`src/design/mcbp_pkg.sv`:
```
// Shared types, constants and address helpers for the multi-channel byte pipe.
package mcbp_pkg;

   localparam int PIPE_COUNT     = 8;
   localparam int BUFFER_BYTES   = 512;
   localparam int READ_BURST_MAX = 64;

   localparam int CH_BITS    = 3;
   localparam int LEN_BITS   = 10;
   localparam int PTR_BITS   = $clog2(BUFFER_BYTES);
   localparam int FILL_BITS  = $clog2(BUFFER_BYTES + 1);
   localparam int RUN_BITS   = $clog2(READ_BURST_MAX + 1);
   localparam int STORE_DEPTH = PIPE_COUNT * BUFFER_BYTES;
   localparam int ADDR_BITS  = $clog2(STORE_DEPTH);

   localparam logic [1:0] ACT_OPEN  = 2'd0;
   localparam logic [1:0] ACT_CLOSE = 2'd1;
   localparam logic [1:0] ACT_WRITE = 2'd2;
   localparam logic [1:0] ACT_READ  = 2'd3;

   localparam logic [2:0] ST_OK       = 3'd0;
   localparam logic [2:0] ST_BAD_CHAN = 3'd1;
   localparam logic [2:0] ST_NO_FREE  = 3'd2;
   localparam logic [2:0] ST_NO_ROOM  = 3'd3;
   localparam logic [2:0] ST_EMPTY    = 3'd4;

   typedef struct packed {
      logic [1:0]          action;
      logic [CH_BITS-1:0]  channel;
      logic [LEN_BITS-1:0] length;
      logic [7:0]          data;
   } req_type;

   typedef struct packed {
      logic [2:0]          status;
      logic [CH_BITS-1:0]  pipe_id;
      logic [7:0]          byte_out;
      logic [LEN_BITS-1:0] count;
      logic                last;
   } rsp_type;

   typedef struct packed {
      logic                 we;
      logic [ADDR_BITS-1:0] waddr;
      logic [7:0]           wdata;
      logic                 re;
      logic [ADDR_BITS-1:0] raddr;
   } store_req_type;

   function automatic logic [PTR_BITS-1:0] ptr_inc(input logic [PTR_BITS-1:0] ptr);
      logic [PTR_BITS:0] sum;
      sum = {1'b0, ptr} + (PTR_BITS+1)'(1);
      if (sum == (PTR_BITS+1)'(BUFFER_BYTES)) begin
         return '0;
      end
      return sum[PTR_BITS-1:0];
   endfunction

   // The step never exceeds the buffer size, so one conditional subtract wraps it.
   function automatic logic [PTR_BITS-1:0] ptr_add(input logic [PTR_BITS-1:0] ptr,
                                                   input logic [RUN_BITS-1:0] step);
      logic [PTR_BITS+1:0] sum;
      sum = (PTR_BITS+2)'(ptr) + (PTR_BITS+2)'(step);
      if (sum >= (PTR_BITS+2)'(BUFFER_BYTES)) begin
         sum = sum - (PTR_BITS+2)'(BUFFER_BYTES);
      end
      return sum[PTR_BITS-1:0];
   endfunction

   function automatic logic [ADDR_BITS-1:0] store_addr(input logic [CH_BITS-1:0] ch,
                                                       input logic [PTR_BITS-1:0] ptr);
      return ADDR_BITS'(ADDR_BITS'(ch) * ADDR_BITS'(BUFFER_BYTES) + ADDR_BITS'(ptr));
   endfunction

endpackage

```
`src/design/mcbp_ctrl.sv`:
```
// Pipe table, burst tracking, read sequencer and response register.
module mcbp_ctrl
   import mcbp_pkg::*;
(
   input  logic          clock,
   input  logic          reset,
   input  logic          req_valid,
   output logic          req_ready,
   input  req_type       req_item,
   output logic          rsp_valid,
   input  logic          rsp_ready,
   output rsp_type       rsp_item,
   output store_req_type store_req,
   input  logic [7:0]    store_rdata
);

   localparam logic S_IDLE = 1'b0;
   localparam logic S_READ = 1'b1;

   logic                  state_ff, state_in;
   logic [PIPE_COUNT-1:0] in_use_ff, in_use_in;
   logic [PTR_BITS-1:0]   rd_ptr_ff [PIPE_COUNT];
   logic [PTR_BITS-1:0]   wr_ptr_ff [PIPE_COUNT];
   logic [FILL_BITS-1:0]  fill_ff   [PIPE_COUNT];

   logic                  tbl_we;
   logic [CH_BITS-1:0]    tbl_widx;
   logic [PTR_BITS-1:0]   tbl_rp, tbl_wp;
   logic [FILL_BITS-1:0]  tbl_fill;

   logic [LEN_BITS-1:0]   burst_left_ff, burst_left_in;
   logic                  burst_acc_ff, burst_acc_in;
   logic [CH_BITS-1:0]    burst_ch_ff, burst_ch_in;

   logic [CH_BITS-1:0]    rd_ch_ff, rd_ch_in;
   logic [PTR_BITS-1:0]   rd_pos_ff, rd_pos_in;
   logic [RUN_BITS-1:0]   rd_cnt_ff, rd_cnt_in;
   logic [RUN_BITS-1:0]   iss_left_ff, iss_left_in;
   logic [RUN_BITS-1:0]   out_left_ff, out_left_in;
   logic                  pend_ff, pend_in;

   logic                  rsp_valid_ff, rsp_valid_in;
   rsp_type               rsp_item_ff, rsp_item_in;

   logic                  slot_free, accept, issue, load_rd;
   logic [CH_BITS-1:0]    idx, free_idx;
   logic                  free_found, chan_ok;
   logic [PTR_BITS-1:0]   rp_cur, wp_cur;
   logic [FILL_BITS-1:0]  fill_cur;
   logic [LEN_BITS-1:0]   run_min;
   logic [RUN_BITS-1:0]   run_len;

   assign slot_free = !rsp_valid_ff || rsp_ready;
   assign req_ready = (state_ff == S_IDLE) && slot_free;
   assign accept    = req_valid && req_ready;

   // Burst continuation bytes go to the burst's pipe, everything else to the item's channel.
   assign idx = (req_item.action == ACT_WRITE && burst_left_ff != '0) ? burst_ch_ff
                                                                      : req_item.channel;
   assign rp_cur   = rd_ptr_ff[idx];
   assign wp_cur   = wr_ptr_ff[idx];
   assign fill_cur = fill_ff[idx];
   assign chan_ok  = (32'(req_item.channel) < PIPE_COUNT) && in_use_ff[req_item.channel];

   always_comb begin
      free_found = 1'b0;
      free_idx   = '0;
      for (int i = PIPE_COUNT - 1; i >= 0; i--) begin
         if (!in_use_ff[i]) begin
            free_found = 1'b1;
            free_idx   = CH_BITS'(i);
         end
      end
   end

   always_comb begin
      run_min = (LEN_BITS'(fill_cur) < req_item.length) ? LEN_BITS'(fill_cur)
                                                         : req_item.length;
      if (run_min > LEN_BITS'(READ_BURST_MAX)) begin
         run_len = RUN_BITS'(READ_BURST_MAX);
      end else begin
         run_len = RUN_BITS'(run_min);
      end
   end

   assign load_rd = (state_ff == S_READ) && pend_ff && slot_free;
   assign issue   = (state_ff == S_READ) && (iss_left_ff != '0) && (!pend_ff || load_rd);

   always_comb begin
      state_in      = state_ff;
      in_use_in     = in_use_ff;
      tbl_we        = 1'b0;
      tbl_widx      = idx;
      tbl_rp        = rp_cur;
      tbl_wp        = wp_cur;
      tbl_fill      = fill_cur;
      burst_left_in = burst_left_ff;
      burst_acc_in  = burst_acc_ff;
      burst_ch_in   = burst_ch_ff;
      rd_ch_in      = rd_ch_ff;
      rd_pos_in     = rd_pos_ff;
      rd_cnt_in     = rd_cnt_ff;
      iss_left_in   = iss_left_ff;
      out_left_in   = out_left_ff;
      pend_in       = pend_ff;
      rsp_valid_in  = rsp_valid_ff && !rsp_ready;
      rsp_item_in   = rsp_item_ff;
      store_req     = '0;

      if (accept) begin
         rsp_item_in = '{status: ST_OK, pipe_id: req_item.channel, byte_out: 8'd0,
                         count: '0, last: 1'b1};
         unique case (req_item.action)
            ACT_OPEN: begin
               rsp_valid_in = 1'b1;
               if (free_found) begin
                  in_use_in[free_idx] = 1'b1;
                  tbl_we   = 1'b1;
                  tbl_widx = free_idx;
                  tbl_rp   = '0;
                  tbl_wp   = '0;
                  tbl_fill = '0;
                  rsp_item_in.pipe_id = free_idx;
               end else begin
                  rsp_item_in.status  = ST_NO_FREE;
                  rsp_item_in.pipe_id = '0;
               end
            end
            ACT_CLOSE: begin
               rsp_valid_in = 1'b1;
               if (!chan_ok) begin
                  rsp_item_in.status = ST_BAD_CHAN;
               end else begin
                  in_use_in[req_item.channel] = 1'b0;
                  if (burst_left_ff != '0 && burst_ch_ff == req_item.channel) begin
                     burst_acc_in = 1'b0;
                  end
               end
            end
            ACT_WRITE: begin
               if (burst_left_ff != '0) begin
                  // Continuation bytes give no response.
                  burst_left_in = burst_left_ff - LEN_BITS'(1);
                  if (burst_acc_ff) begin
                     store_req.we    = 1'b1;
                     store_req.waddr = store_addr(idx, wp_cur);
                     store_req.wdata = req_item.data;
                     tbl_we   = 1'b1;
                     tbl_wp   = ptr_inc(wp_cur);
                     tbl_fill = fill_cur + FILL_BITS'(1);
                  end
                  if (burst_left_ff == LEN_BITS'(1)) begin
                     burst_acc_in = 1'b0;
                  end
               end else if (req_item.length != '0) begin
                  rsp_valid_in  = 1'b1;
                  burst_ch_in   = req_item.channel;
                  burst_left_in = req_item.length - LEN_BITS'(1);
                  burst_acc_in  = 1'b0;
                  if (!chan_ok) begin
                     rsp_item_in.status = ST_BAD_CHAN;
                  end else if ((11'(BUFFER_BYTES) - 11'(fill_cur)) < 11'(req_item.length)) begin
                     rsp_item_in.status = ST_NO_ROOM;
                  end else begin
                     burst_acc_in    = (req_item.length != LEN_BITS'(1));
                     store_req.we    = 1'b1;
                     store_req.waddr = store_addr(idx, wp_cur);
                     store_req.wdata = req_item.data;
                     tbl_we   = 1'b1;
                     tbl_wp   = ptr_inc(wp_cur);
                     tbl_fill = fill_cur + FILL_BITS'(1);
                     rsp_item_in.count = req_item.length;
                  end
               end else begin
                  rsp_valid_in = 1'b1;
               end
            end
            ACT_READ: begin
               if (!chan_ok) begin
                  rsp_valid_in       = 1'b1;
                  rsp_item_in.status = ST_BAD_CHAN;
               end else if (req_item.length == '0) begin
                  rsp_valid_in = 1'b1;
               end else if (fill_cur == '0) begin
                  rsp_valid_in       = 1'b1;
                  rsp_item_in.status = ST_EMPTY;
               end else begin
                  // The table is advanced now; the sequencer walks the old read pointer.
                  state_in    = S_READ;
                  rd_ch_in    = req_item.channel;
                  rd_pos_in   = rp_cur;
                  rd_cnt_in   = run_len;
                  iss_left_in = run_len;
                  out_left_in = run_len;
                  tbl_we      = 1'b1;
                  tbl_rp      = ptr_add(rp_cur, run_len);
                  tbl_fill    = fill_cur - FILL_BITS'(run_len);
               end
            end
            default: begin
            end
         endcase
      end

      if (issue) begin
         store_req.re    = 1'b1;
         store_req.raddr = store_addr(rd_ch_ff, rd_pos_ff);
         rd_pos_in       = ptr_inc(rd_pos_ff);
         iss_left_in     = iss_left_ff - RUN_BITS'(1);
      end
      if (issue) begin
         pend_in = 1'b1;
      end else if (load_rd) begin
         pend_in = 1'b0;
      end
      if (load_rd) begin
         rsp_valid_in = 1'b1;
         rsp_item_in  = '{status: ST_OK, pipe_id: rd_ch_ff, byte_out: store_rdata,
                          count: LEN_BITS'(rd_cnt_ff),
                          last: (out_left_ff == RUN_BITS'(1))};
         out_left_in  = out_left_ff - RUN_BITS'(1);
         if (out_left_ff == RUN_BITS'(1)) begin
            state_in = S_IDLE;
         end
      end
   end

   always_ff @(posedge clock) begin
      if (reset) begin
         state_ff      <= S_IDLE;
         in_use_ff     <= '0;
         burst_left_ff <= '0;
         burst_acc_ff  <= 1'b0;
         burst_ch_ff   <= '0;
         iss_left_ff   <= '0;
         out_left_ff   <= '0;
         pend_ff       <= 1'b0;
         rsp_valid_ff  <= 1'b0;
         for (int i = 0; i < PIPE_COUNT; i++) begin
            rd_ptr_ff[i] <= '0;
            wr_ptr_ff[i] <= '0;
            fill_ff[i]   <= '0;
         end
      end else begin
         state_ff      <= state_in;
         in_use_ff     <= in_use_in;
         burst_left_ff <= burst_left_in;
         burst_acc_ff  <= burst_acc_in;
         burst_ch_ff   <= burst_ch_in;
         iss_left_ff   <= iss_left_in;
         out_left_ff   <= out_left_in;
         pend_ff       <= pend_in;
         rsp_valid_ff  <= rsp_valid_in;
         if (tbl_we) begin
            rd_ptr_ff[tbl_widx] <= tbl_rp;
            wr_ptr_ff[tbl_widx] <= tbl_wp;
            fill_ff[tbl_widx]   <= tbl_fill;
         end
      end
   end

   always_ff @(posedge clock) begin
      rd_ch_ff    <= rd_ch_in;
      rd_pos_ff   <= rd_pos_in;
      rd_cnt_ff   <= rd_cnt_in;
      rsp_item_ff <= rsp_item_in;
   end

   assign rsp_valid = rsp_valid_ff;
   assign rsp_item  = rsp_item_ff;

endmodule

```
`config.mk`:
```
export PLATFORM = sky130hd
export DESIGN_NAME = mcbp_ctrl
export DESIGN_NICKNAME = d
export VERILOG_FILES = /design/src/design/mcbp_pkg.sv /design/src/design/mcbp_ctrl.sv
export SDC_FILE = /design/constraint.sdc
export NUM_CORES = 1
export LEC_CHECK = 0
export ABC_AREA = 1
export BUFFER_PORTS_ARGS = -buffer_cell sky130_fd_sc_hd__buf_2
export CORE_MARGIN = 10
export CORE_UTILIZATION = 52
export DETAILED_ROUTE_END_ITERATION = 8
export GPL_ROUTABILITY_DRIVEN = 0
export GPL_TIMING_DRIVEN = 0
export PLACE_DENSITY = 0.83
export SYNTH_ARGS = -nofsm -noshare
export SYNTH_HDL_FRONTEND = slang
export SYNTH_SLANG_ARGS = --single-unit
```
`constraint.sdc`:
```
create_clock -name clock -period 7.4 [get_ports clock]
set_input_delay 1.48 -clock clock [delete_from_list [all_inputs] [get_ports clock]]
set_output_delay 1.48 -clock clock [all_outputs]
set_load 0.01 [all_outputs]
```
After elaboration in Yosys (flattened, before gate mapping)
Memories as Yosys holds them, arrays and structs flattened. Index checks and enable logic that the tools add are counted.

Bitwise logic cells: 7. Add/subtract/negate cells: 13. Equality and inequality tests: 18. Reduce and logical (&&, ||, !) cells: 43. Magnitude comparators: 8. Muxes and demuxes: 166.

Operators with widths (count): 2-to-1 mux 9 bit (26); 2-to-1 mux 10 bit (19); 2-to-1 mux 21 bit (7); 2-to-1 mux 1 bit (65); 2-to-1 mux 3 bit (20); 2-to-1 mux 7 bit (8); 2-to-1 mux 22 bit (2); case mux 9 bit (2 select lines) (2); case mux 10 bit (3 select lines) (1); adder 12 x 9 -> 12 bit (2); adder 9 x 1 -> 10 bit, second input constant (2); == test 10 bit, second input constant (2); zero test 10 bit (2); nonzero test 10 bit (2); nonzero test 2 bit (10); subtractor 10 x 1 -> 10 bit, second input constant (2); OR reduction 9 bit (2); 2-to-1 mux 8 bit (2); case mux 8 bit (2 select lines) (1); AND reduction 5 bit (3); != test 2 bit, second input constant (7); subtractor 7 x 1 -> 7 bit, second input constant (2); 2-to-1 mux 13 bit (1); case mux 3 bit (4 select lines) (1); other kinds (38) (64).

Bits in writable memories: 224. Memories: 3. Input port bits: 35. Word-level logic and storage cells: 276. Bits in registers: 83.

Memory list: fill_ff (words 8, bits a word 10, read ports 1, clocked after memory_dff 0, write ports 8, line mcbp_ctrl.sv:24) `logic [FILL_BITS-1:0] fill_ff [PIPE_COUNT];`; rd_ptr_ff (words 8, bits a word 9, read ports 1, clocked after memory_dff 0, write ports 8, line mcbp_ctrl.sv:22) `logic [PTR_BITS-1:0] rd_ptr_ff [PIPE_COUNT];`; wr_ptr_ff (words 8, bits a word 9, read ports 1, clocked after memory_dff 0, write ports 8, line mcbp_ctrl.sv:23) `logic [PTR_BITS-1:0] wr_ptr_ff [PIPE_COUNT];`.

Logic depth before layout (Yosys ltp)
Gate-level depths: netlist of run 1. An unclocked memory read counts as a cell.

Word-level depth: 21. Gate-level depth with buffers: 47. Depth with buffers taken out: 44.

Worst setup path before layout of run 1
OpenSTA, ideal clock, no wires.

Path type: input to register. Start point: input req_item[21] (netlist name). End point: memory rd_ptr_ff[0][6] (netlist name), data pin. Buffers on the path: 3. Arrival time: 7019 ps. Slack: 106 ps. Data required time: 7125 ps. Cell stages on the path: 32. Path through: inv_1 > ha_1 > nand2_4 > buf_6 > o21ai_4 > inv_4 > buf_4 > o21ai_2 > inv_1 > ha_1 > nand4_1 > a31oi_1 > a2111oi_0 > nand2_2 > buf_6 > nand2_1 > nand2_1 > nor2_1 > nand3_1 > nand2_2 > nand3_1 > inv_1 > ha_1 > inv_1 > fa_1 > o21ai_0 > a21oi_1 > o21ai_0 > and2_1 > o21ai_0 > a32oi_1 > nor2_1.

RTL lines: start, declared (line mcbp_ctrl.sv:9) `input req_type req_item,`; end, declared (line mcbp_ctrl.sv:22).

==> results of run 1 <==
area by class of cell:
class	instances	area, um^2	area share
Buffer	95	714	0.0349
Clock buffer	38	876	0.0427
Clock inverter	20	204	0.00995
Inverter	199	786	0.0383
Multi-Input combinational cell	1461	7860	0.384
Sequential cell	307	8770	0.428
Tap cell	448	561	0.0273
Timing Repair Buffer	126	726	0.0354
cell usage after synthesis, types with 3 or more instances:
| cell | number | area [um^2] |
|---|---|---|
| a21oi_1 | 232 | 1160 |
| a221oi_1 | 3 | 26.3 |
| a31oi_1 | 8 | 50.1 |
| a32oi_1 | 6 | 52.6 |
| buf_2 | 28 | 140 |
| buf_4 | 21 | 158 |
| buf_6 | 13 | 146 |
| buf_8 | 8 | 120 |
| clkbuf_1 | 23 | 86.3 |
| clkinv_1 | 9 | 33.8 |
| dfxtp_1 | 45 | 901 |
| edfxtp_1 | 262 | 7870 |
| ha_1 | 48 | 601 |
| inv_1 | 175 | 657 |
| inv_2 | 13 | 48.8 |
| nand2_1 | 375 | 1410 |
| nand2_2 | 32 | 200 |
| nand2_4 | 5 | 56.3 |
| nand3_1 | 114 | 571 |
| nand3_2 | 5 | 50.1 |
| nand3b_1 | 4 | 30.0 |
| nand4_1 | 17 | 106 |
| nor2_1 | 243 | 912 |
| nor2_2 | 3 | 18.8 |
| nor2_4 | 6 | 67.6 |
| nor3_1 | 24 | 120 |
| nor4_1 | 7 | 43.8 |
| o211ai_1 | 12 | 90.1 |
| o21a_1 | 3 | 22.5 |
| o21ai_0 | 146 | 731 |
| o21ai_1 | 20 | 100 |
| o21ai_4 | 5 | 81.3 |
| o21bai_1 | 4 | 30.0 |
| o221ai_1 | 8 | 70.1 |
| o22ai_1 | 33 | 206 |
| o31ai_1 | 11 | 82.6 |
| or2_2 | 8 | 50.1 |
| xnor2_1 | 8 | 70.1 |
| xor2_1 | 42 | 368 |
critical path, delay by kind of cell:
kind                     cells  cell delay, ns
AND/OR/NAND/NOR             17            2.07
adder cells (fa/ha/maj)      3            0.98
AO/OA/AOI/OAI                9            1.74
buffers and inverters        9            1.21
cell families after synthesis:
kind of cell | after synthesis | share of synthesized area
adder cells (fa/ha/maj) | 50 | 0.0359
XOR/XNOR | 50 | 0.0245
AO/OA/AOI/OAI | 510 | 0.162
AND/OR/NAND/NOR | 851 | 0.208
flip-flops | 307 | 0.491
buffers and inverters | 294 | 0.0791
final timing paths:
kind / from / end / slack, ns / cells after the start
min reg2reg: burst_left_ff[7] / burst_left_ff[7] / 0.48 / 2
max: req_item[21] / rd_ptr_ff[4][8] / 0.17 / 38
min: burst_left_ff[7] / burst_left_ff[7] / 0.48 / 2
max reg2reg: burst_left_ff[1] / rd_ptr_ff[4][8] / 0.35 / 40
flip-flops by register name, indices dropped and copies added (netlist names), 3 cells and up:
name           count
fill_ff           80
iss_left_ff        7
rsp_item          25
in_use_ff          8
burst_left_ff     10
rd_pos_ff          9
wr_ptr_ff         72
rd_cnt_ff          7
burst_ch_ff        3
rd_ptr_ff         72
out_left_ff        7
rd_ch_ff           3
power by group through the flow:
stage | clock (mW) | sequential (mW) | combinational, mW
2_1_floorplan | 0 | 2.02 | 1.16
3_3_place_gp | 0 | 2.02 | 1.55
3_5_place_dp | 0 | 2.03 | 1.60
4_1_cts | 1.67 | 1.99 | 1.65
5_1_grt | 1.75 | 2.00 | 1.96
6_report | 1.68 | 1.99 | 1.81
repair_timing:
item,4_1_cts,5_1_grt
pin swaps,1,19
cloned,0,1
setup endpoints to repair,165,113
buffers inserted,3,28
gates resized for setup,24,48
layer usage:
layer	track usage	vias to the layer above	part of all wire
met5	0	-	0
met1	0.321	7742	0.37
li1	-	7443	-
met4	0.118	0	0.042
met3	0.0601	201	0.13
met2	0.402	1240	0.45
metrics by stage:
| step | cells | util | hold slack [ns] |
|---|---|---|---|
| 4_1_cts | 2665 | 0.596 | 0.481 |
| 2_1_floorplan | 2062 | - | 0.444 |
| 3_5_place_dp | 2604 | 0.561 | 0.472 |
| 3_3_place_gp | 2604 | 0.561 | 0.453 |
| 6_report | 2694 | 0.608 | 0.482 |
| 5_1_grt | 2694 | 0.608 | 0.494 |
==> metrics, run 1 <==
Distinct cells, synth=63; cell area after layout=approximately 20,000 um^2; post-route ant nets=0; CP max-delay cell=fa_1; placed cell area=around 19,000 um^2; TritonCTS buffer count=34; DRT iter0 DRCs=2,526; Setup Crit Path Kind=input pin to flip-flop; diode count=0; routed wire length=between 50 and 60 mm; total die area=42,200 um^2; filler cell count=2,683; Starting Density=0.530; Syn Area/Cell=8.66 um^2; final slew viol count=0; I/O pin cnt=96; Lkg Pwr=~8.4 nW; Psw=2.00 mW; ys async rst share=0; first-pass GRT wire length=84.6 mm; crit path capture type=flip-flop; proportion of layout cells with a drive suffix above 1=0.164; area grow syn2layout=14.7%; Pwr Total=5.48 mW; number of core rows=between 60 and 70; fmax=between 100 and 150 MHz; clock group share of total power=0.306; Place WS=-1.93 ns; clock-pin transition on the worst setup and hold timing paths=approximately 0.060 ns; Crit path top cell by count=nand2_1; Die Y=205 um; vias in the first global route=15,800; maxcap violations=0; final setup fails=0; combinational power share=0.330; worst-skew pair later-pin latency=0.54 ns; YS warnings=0; FF+latch count, synth=307; Worst VDD drop=~0.19 mV; most frequent cells in the layout=nand2_1 (370), edfxtp_1 (262), nor2_1 (240); worst slew pin tran=1.10 ns; DR WL/cell=20.8 um; clk sink count=307; Setup TNS=0 ns; syn_nets=2,147; vias=roughly 17,000; number of synthesized flops with an enable pin=~260; Slew headroom=0.261; critical path arrival=7.50 ns; H-tree depth=2; Main synth FF type=edfxtp_1; critical path's largest stage delay=0.47 ns; Pwr per Cell Area=268 nW/um^2; most common cell after layout, fill and taps aside=nand2_1; Hold Violations, Final=0; Overall Global Routing Usage=0.253; Switching Fraction=0.365; cts hold-fix bufs=0; clock root cell=clkbuf_16; 1st-pass router iterations=8; register area share after synthesis=0.491; CTS tree=done; GRT overflow=0; synthesized area=approximately 18,000 um^2; status=finished, final reports clean; buffer depth of the longest clock path=3; Seq pwr share=0.363; Crit Path Max Fanout=10; routed vias/inst=6.17; Required @ worst endpoint=7.67 ns; clk_skew=0.0177 ns; initial antenna violation count=0; die width=205 um; Core Region=about 34,000 um^2; Final Cycle Share=0.977; hpwl dp=36.9 mm; Setup crit start kind=input pin; Final WS setup=approximately 0.17 ns; largest net degree at the start of global routing=29; IO buf count=94; DRC viols=0; Int Pwr=3.48 mW; minimum clock period after layout=between 7 and 8 ns; Hold Path Class=flip-flop to flip-flop; Gate Count Post-Synth=a little over 2,000; fin nets=2,309
No activity file was read; power rests on OpenSTA's default activity.
==> inputs of run 2 (changes only) <==
--- a/config.mk
+++ b/config.mk
@@ -8,11 +8,11 @@
 export ABC_AREA = 1
 export BUFFER_PORTS_ARGS = -buffer_cell sky130_fd_sc_hd__buf_2
 export CORE_MARGIN = 10
-export CORE_UTILIZATION = 52
+export CORE_UTILIZATION = 55
 export DETAILED_ROUTE_END_ITERATION = 8
 export GPL_ROUTABILITY_DRIVEN = 0
 export GPL_TIMING_DRIVEN = 0
-export PLACE_DENSITY = 0.83
+export PLACE_DENSITY = 0.87
 export SYNTH_ARGS = -nofsm -noshare
 export SYNTH_HDL_FRONTEND = slang
 export SYNTH_SLANG_ARGS = --single-unit
==> run 2 against run 1 <==
  * Largest power group unchanged
  * Via count up 4.3%
  * Sequential power barely moved
  * Die area decreased by 4.9%
  * Flip-flop and latch count unchanged
  * Global-route usage rose by 1.4 points
  * Critical path depth shrank 2
  * First-iteration DRC count increased by 13%
  * The flow now finishes with violations (design-rule violations, negative setup slack)
  * Combinational power rose by 8%
==> metrics, run 2 (same netlist as run 1, synthesis figures left out) <==
status=finished with violations; violated checks=design-rule violations, negative setup slack; vias=between 15,000 and 20,000; Crit Path Max Fanout=10; Finished Layout Cells=2,698; area grow syn2layout=15.8%; most frequent cells in the layout=nand2_1 (367), edfxtp_1 (262), nor2_1 (237); Setup Crit Path Kind=input pin to output pin; Core Region=about 32,000 um^2; hpwl dp=37.6 mm; combinational power share=0.348; Lkg Pwr=8.50 nW; hold depth=2; GRT overflow=0; clock group share of total power=0.296; most common cell after layout, fill and taps aside=nand2_1; Worst VDD drop=0.195 mV; initial antenna violation count=0; clk sink count=about 310; DR WL/cell=roughly 22 um; R2R depth=39; Place WS=-1.98 ns; Final Cycle Share=1.01; final slew viol count=0; post-route ant nets=0; fin nets=roughly 2,300; largest net degree at the start of global routing=29; routed vias/inst=6.43; diode count=0; Final WS setup=-0.0850 ns; CTS tree=done; critical path arrival=around 6.0 ns; IO buf count=94; Crit path top cell by count=nand2_1; clock root cell=clkbuf_16; Seq pwr share=0.356; routed wl met3=8.73 mm; Overall Global Routing Usage=0.267; max layer used=met4; fmax=134 MHz; critical path's largest stage delay=0.28 ns; number of core rows=between 60 and 70; DRT met1 WL=20.4 mm; final core utilization=0.651; Switching Fraction=0.373; vias in the first global route=16,200; DRC viols=8; filler cell count=~2,400; Setup crit start kind=input pin; H-tree depth=2; Slew headroom=0.295; proportion of layout cells with a drive suffix above 1=0.171; I/O pin cnt=between 90 and 100; Largest Register=fill_ff; final setup fails=36; Pwr Total=5.59 mW; first-pass GRT wire length=between 80 and 90 mm; buffer depth of the longest clock path=3; Int Pwr=3.51 mW; DRT iter0 DRCs=~2,900; TritonCTS buffer count=34; Hold Path Class=flip-flop to flip-flop; Die Y=roughly 200 um; Largest register FFs=80; maxcap violations=0; CP max-delay cell=o21a_4; worst slew pin tran=1.05 ns; largest registers=fill_ff x80, rd_ptr_ff x72, wr_ptr_ff x72; worst-skew pair later-pin latency=0.54 ns; Psw=between 2 and 2.5 mW; Pwr per Cell Area=270 nW/um^2; minimum clock period after layout=about 7.5 ns; crit path capture type=output pin; Hold Violations, Final=0; Required @ worst endpoint=5.92 ns; total die area=40,100 um^2; met2 wire len=26.9 mm; placed cell count=2,591; clk_skew=0.0257 ns; routed wire length=59.4 mm; clock-pin transition on the worst setup and hold timing paths=0.06 ns; die width=between 200 and 250 um; 1st-pass router iterations=9; Starting Density=0.562
## run 2: cell count changes in the layout (fill, tap and decap cells not counted), sizes merged
cell / previous run / this run
buf: 195 / 211
clkbuf: 64 / 73
clkinv: 15 / 12
clkinvlp: 7 / 4
inv: 194 / 192
bufinv: 3 / 2
nand2: 412 / 413
## run 2: through the flow
step                TNS, ns  instance area [um^2]  hold slack (ns)
finish                -2.21                 20700            0.480
global route         -14.91                 20700            0.519
CTS                       0                 20100            0.484
detailed placement  -218.48                 18900            0.474
global placement    -186.48                 18900            0.455
floorplan                 0                 17900            0.444
## run 2: repair_timing
item                       in CTS  in global routing
pin swaps                       3                 25
setup buffers                   5                 40
hold buffers                    0                  0
cloned                          0                  4
gates resized for setup        26                 70
setup endpoints to repair     165                115
## run 2: path summary, 6_finish.rpt
path	start	slack [ns]	to
max	req_item[21]	-0.08	store_req[32]
min reg2reg	burst_left_ff[9]	0.48	burst_left_ff[9]
min	burst_left_ff[9]	0.48	burst_left_ff[9]
max reg2reg	burst_left_ff[0]	0.14	fill_ff[2][6]
## run 2: worst max-delay path, delay by kind of cell
kind / cells / cell delay (ns)
buf+inv: 12 / 1.59
xor+xnor: 1 / 0.18
simple gates: 19 / 1.87
fa+ha+maj: 3 / 0.60
compound gates: 1 / 0.28
## run 2: area by class of cell
| class | instances | area, um^2 | area share |
|---|---|---|---|
| repair buffers | 142 | 887 | 0.0429 |
| clock inverters | 11 | 125 | 0.00605 |
| plain buffers | 95 | 741 | 0.0358 |
| inverters | 199 | 790 | 0.0382 |
| clock buffers | 47 | 921 | 0.0445 |
| multi-input cells | 1462 | 7920 | 0.383 |
| well taps | 435 | 544 | 0.0263 |
| flip-flops and latches | 307 | 8770 | 0.424 |
## run 2: metal layers
metal / vias to the layer above / global-route usage
li1: 7478 / -
met1: 7976 / 0.327
met2: 1549 / 0.428
met3: 334 / 0.0643
met4: 0 / 0.145
met5: - / 0
## run 2: power groups by stage
stage	combinational [mW]	clock (mW)	sequential [mW]
2_1_floorplan	1.16	0	2.02
3_3_place_gp	1.55	0	2.02
3_5_place_dp	1.62	0	2.03
4_1_cts	1.67	1.64	1.99
5_1_grt	2.07	1.71	2.00
6_report	1.95	1.66	1.99
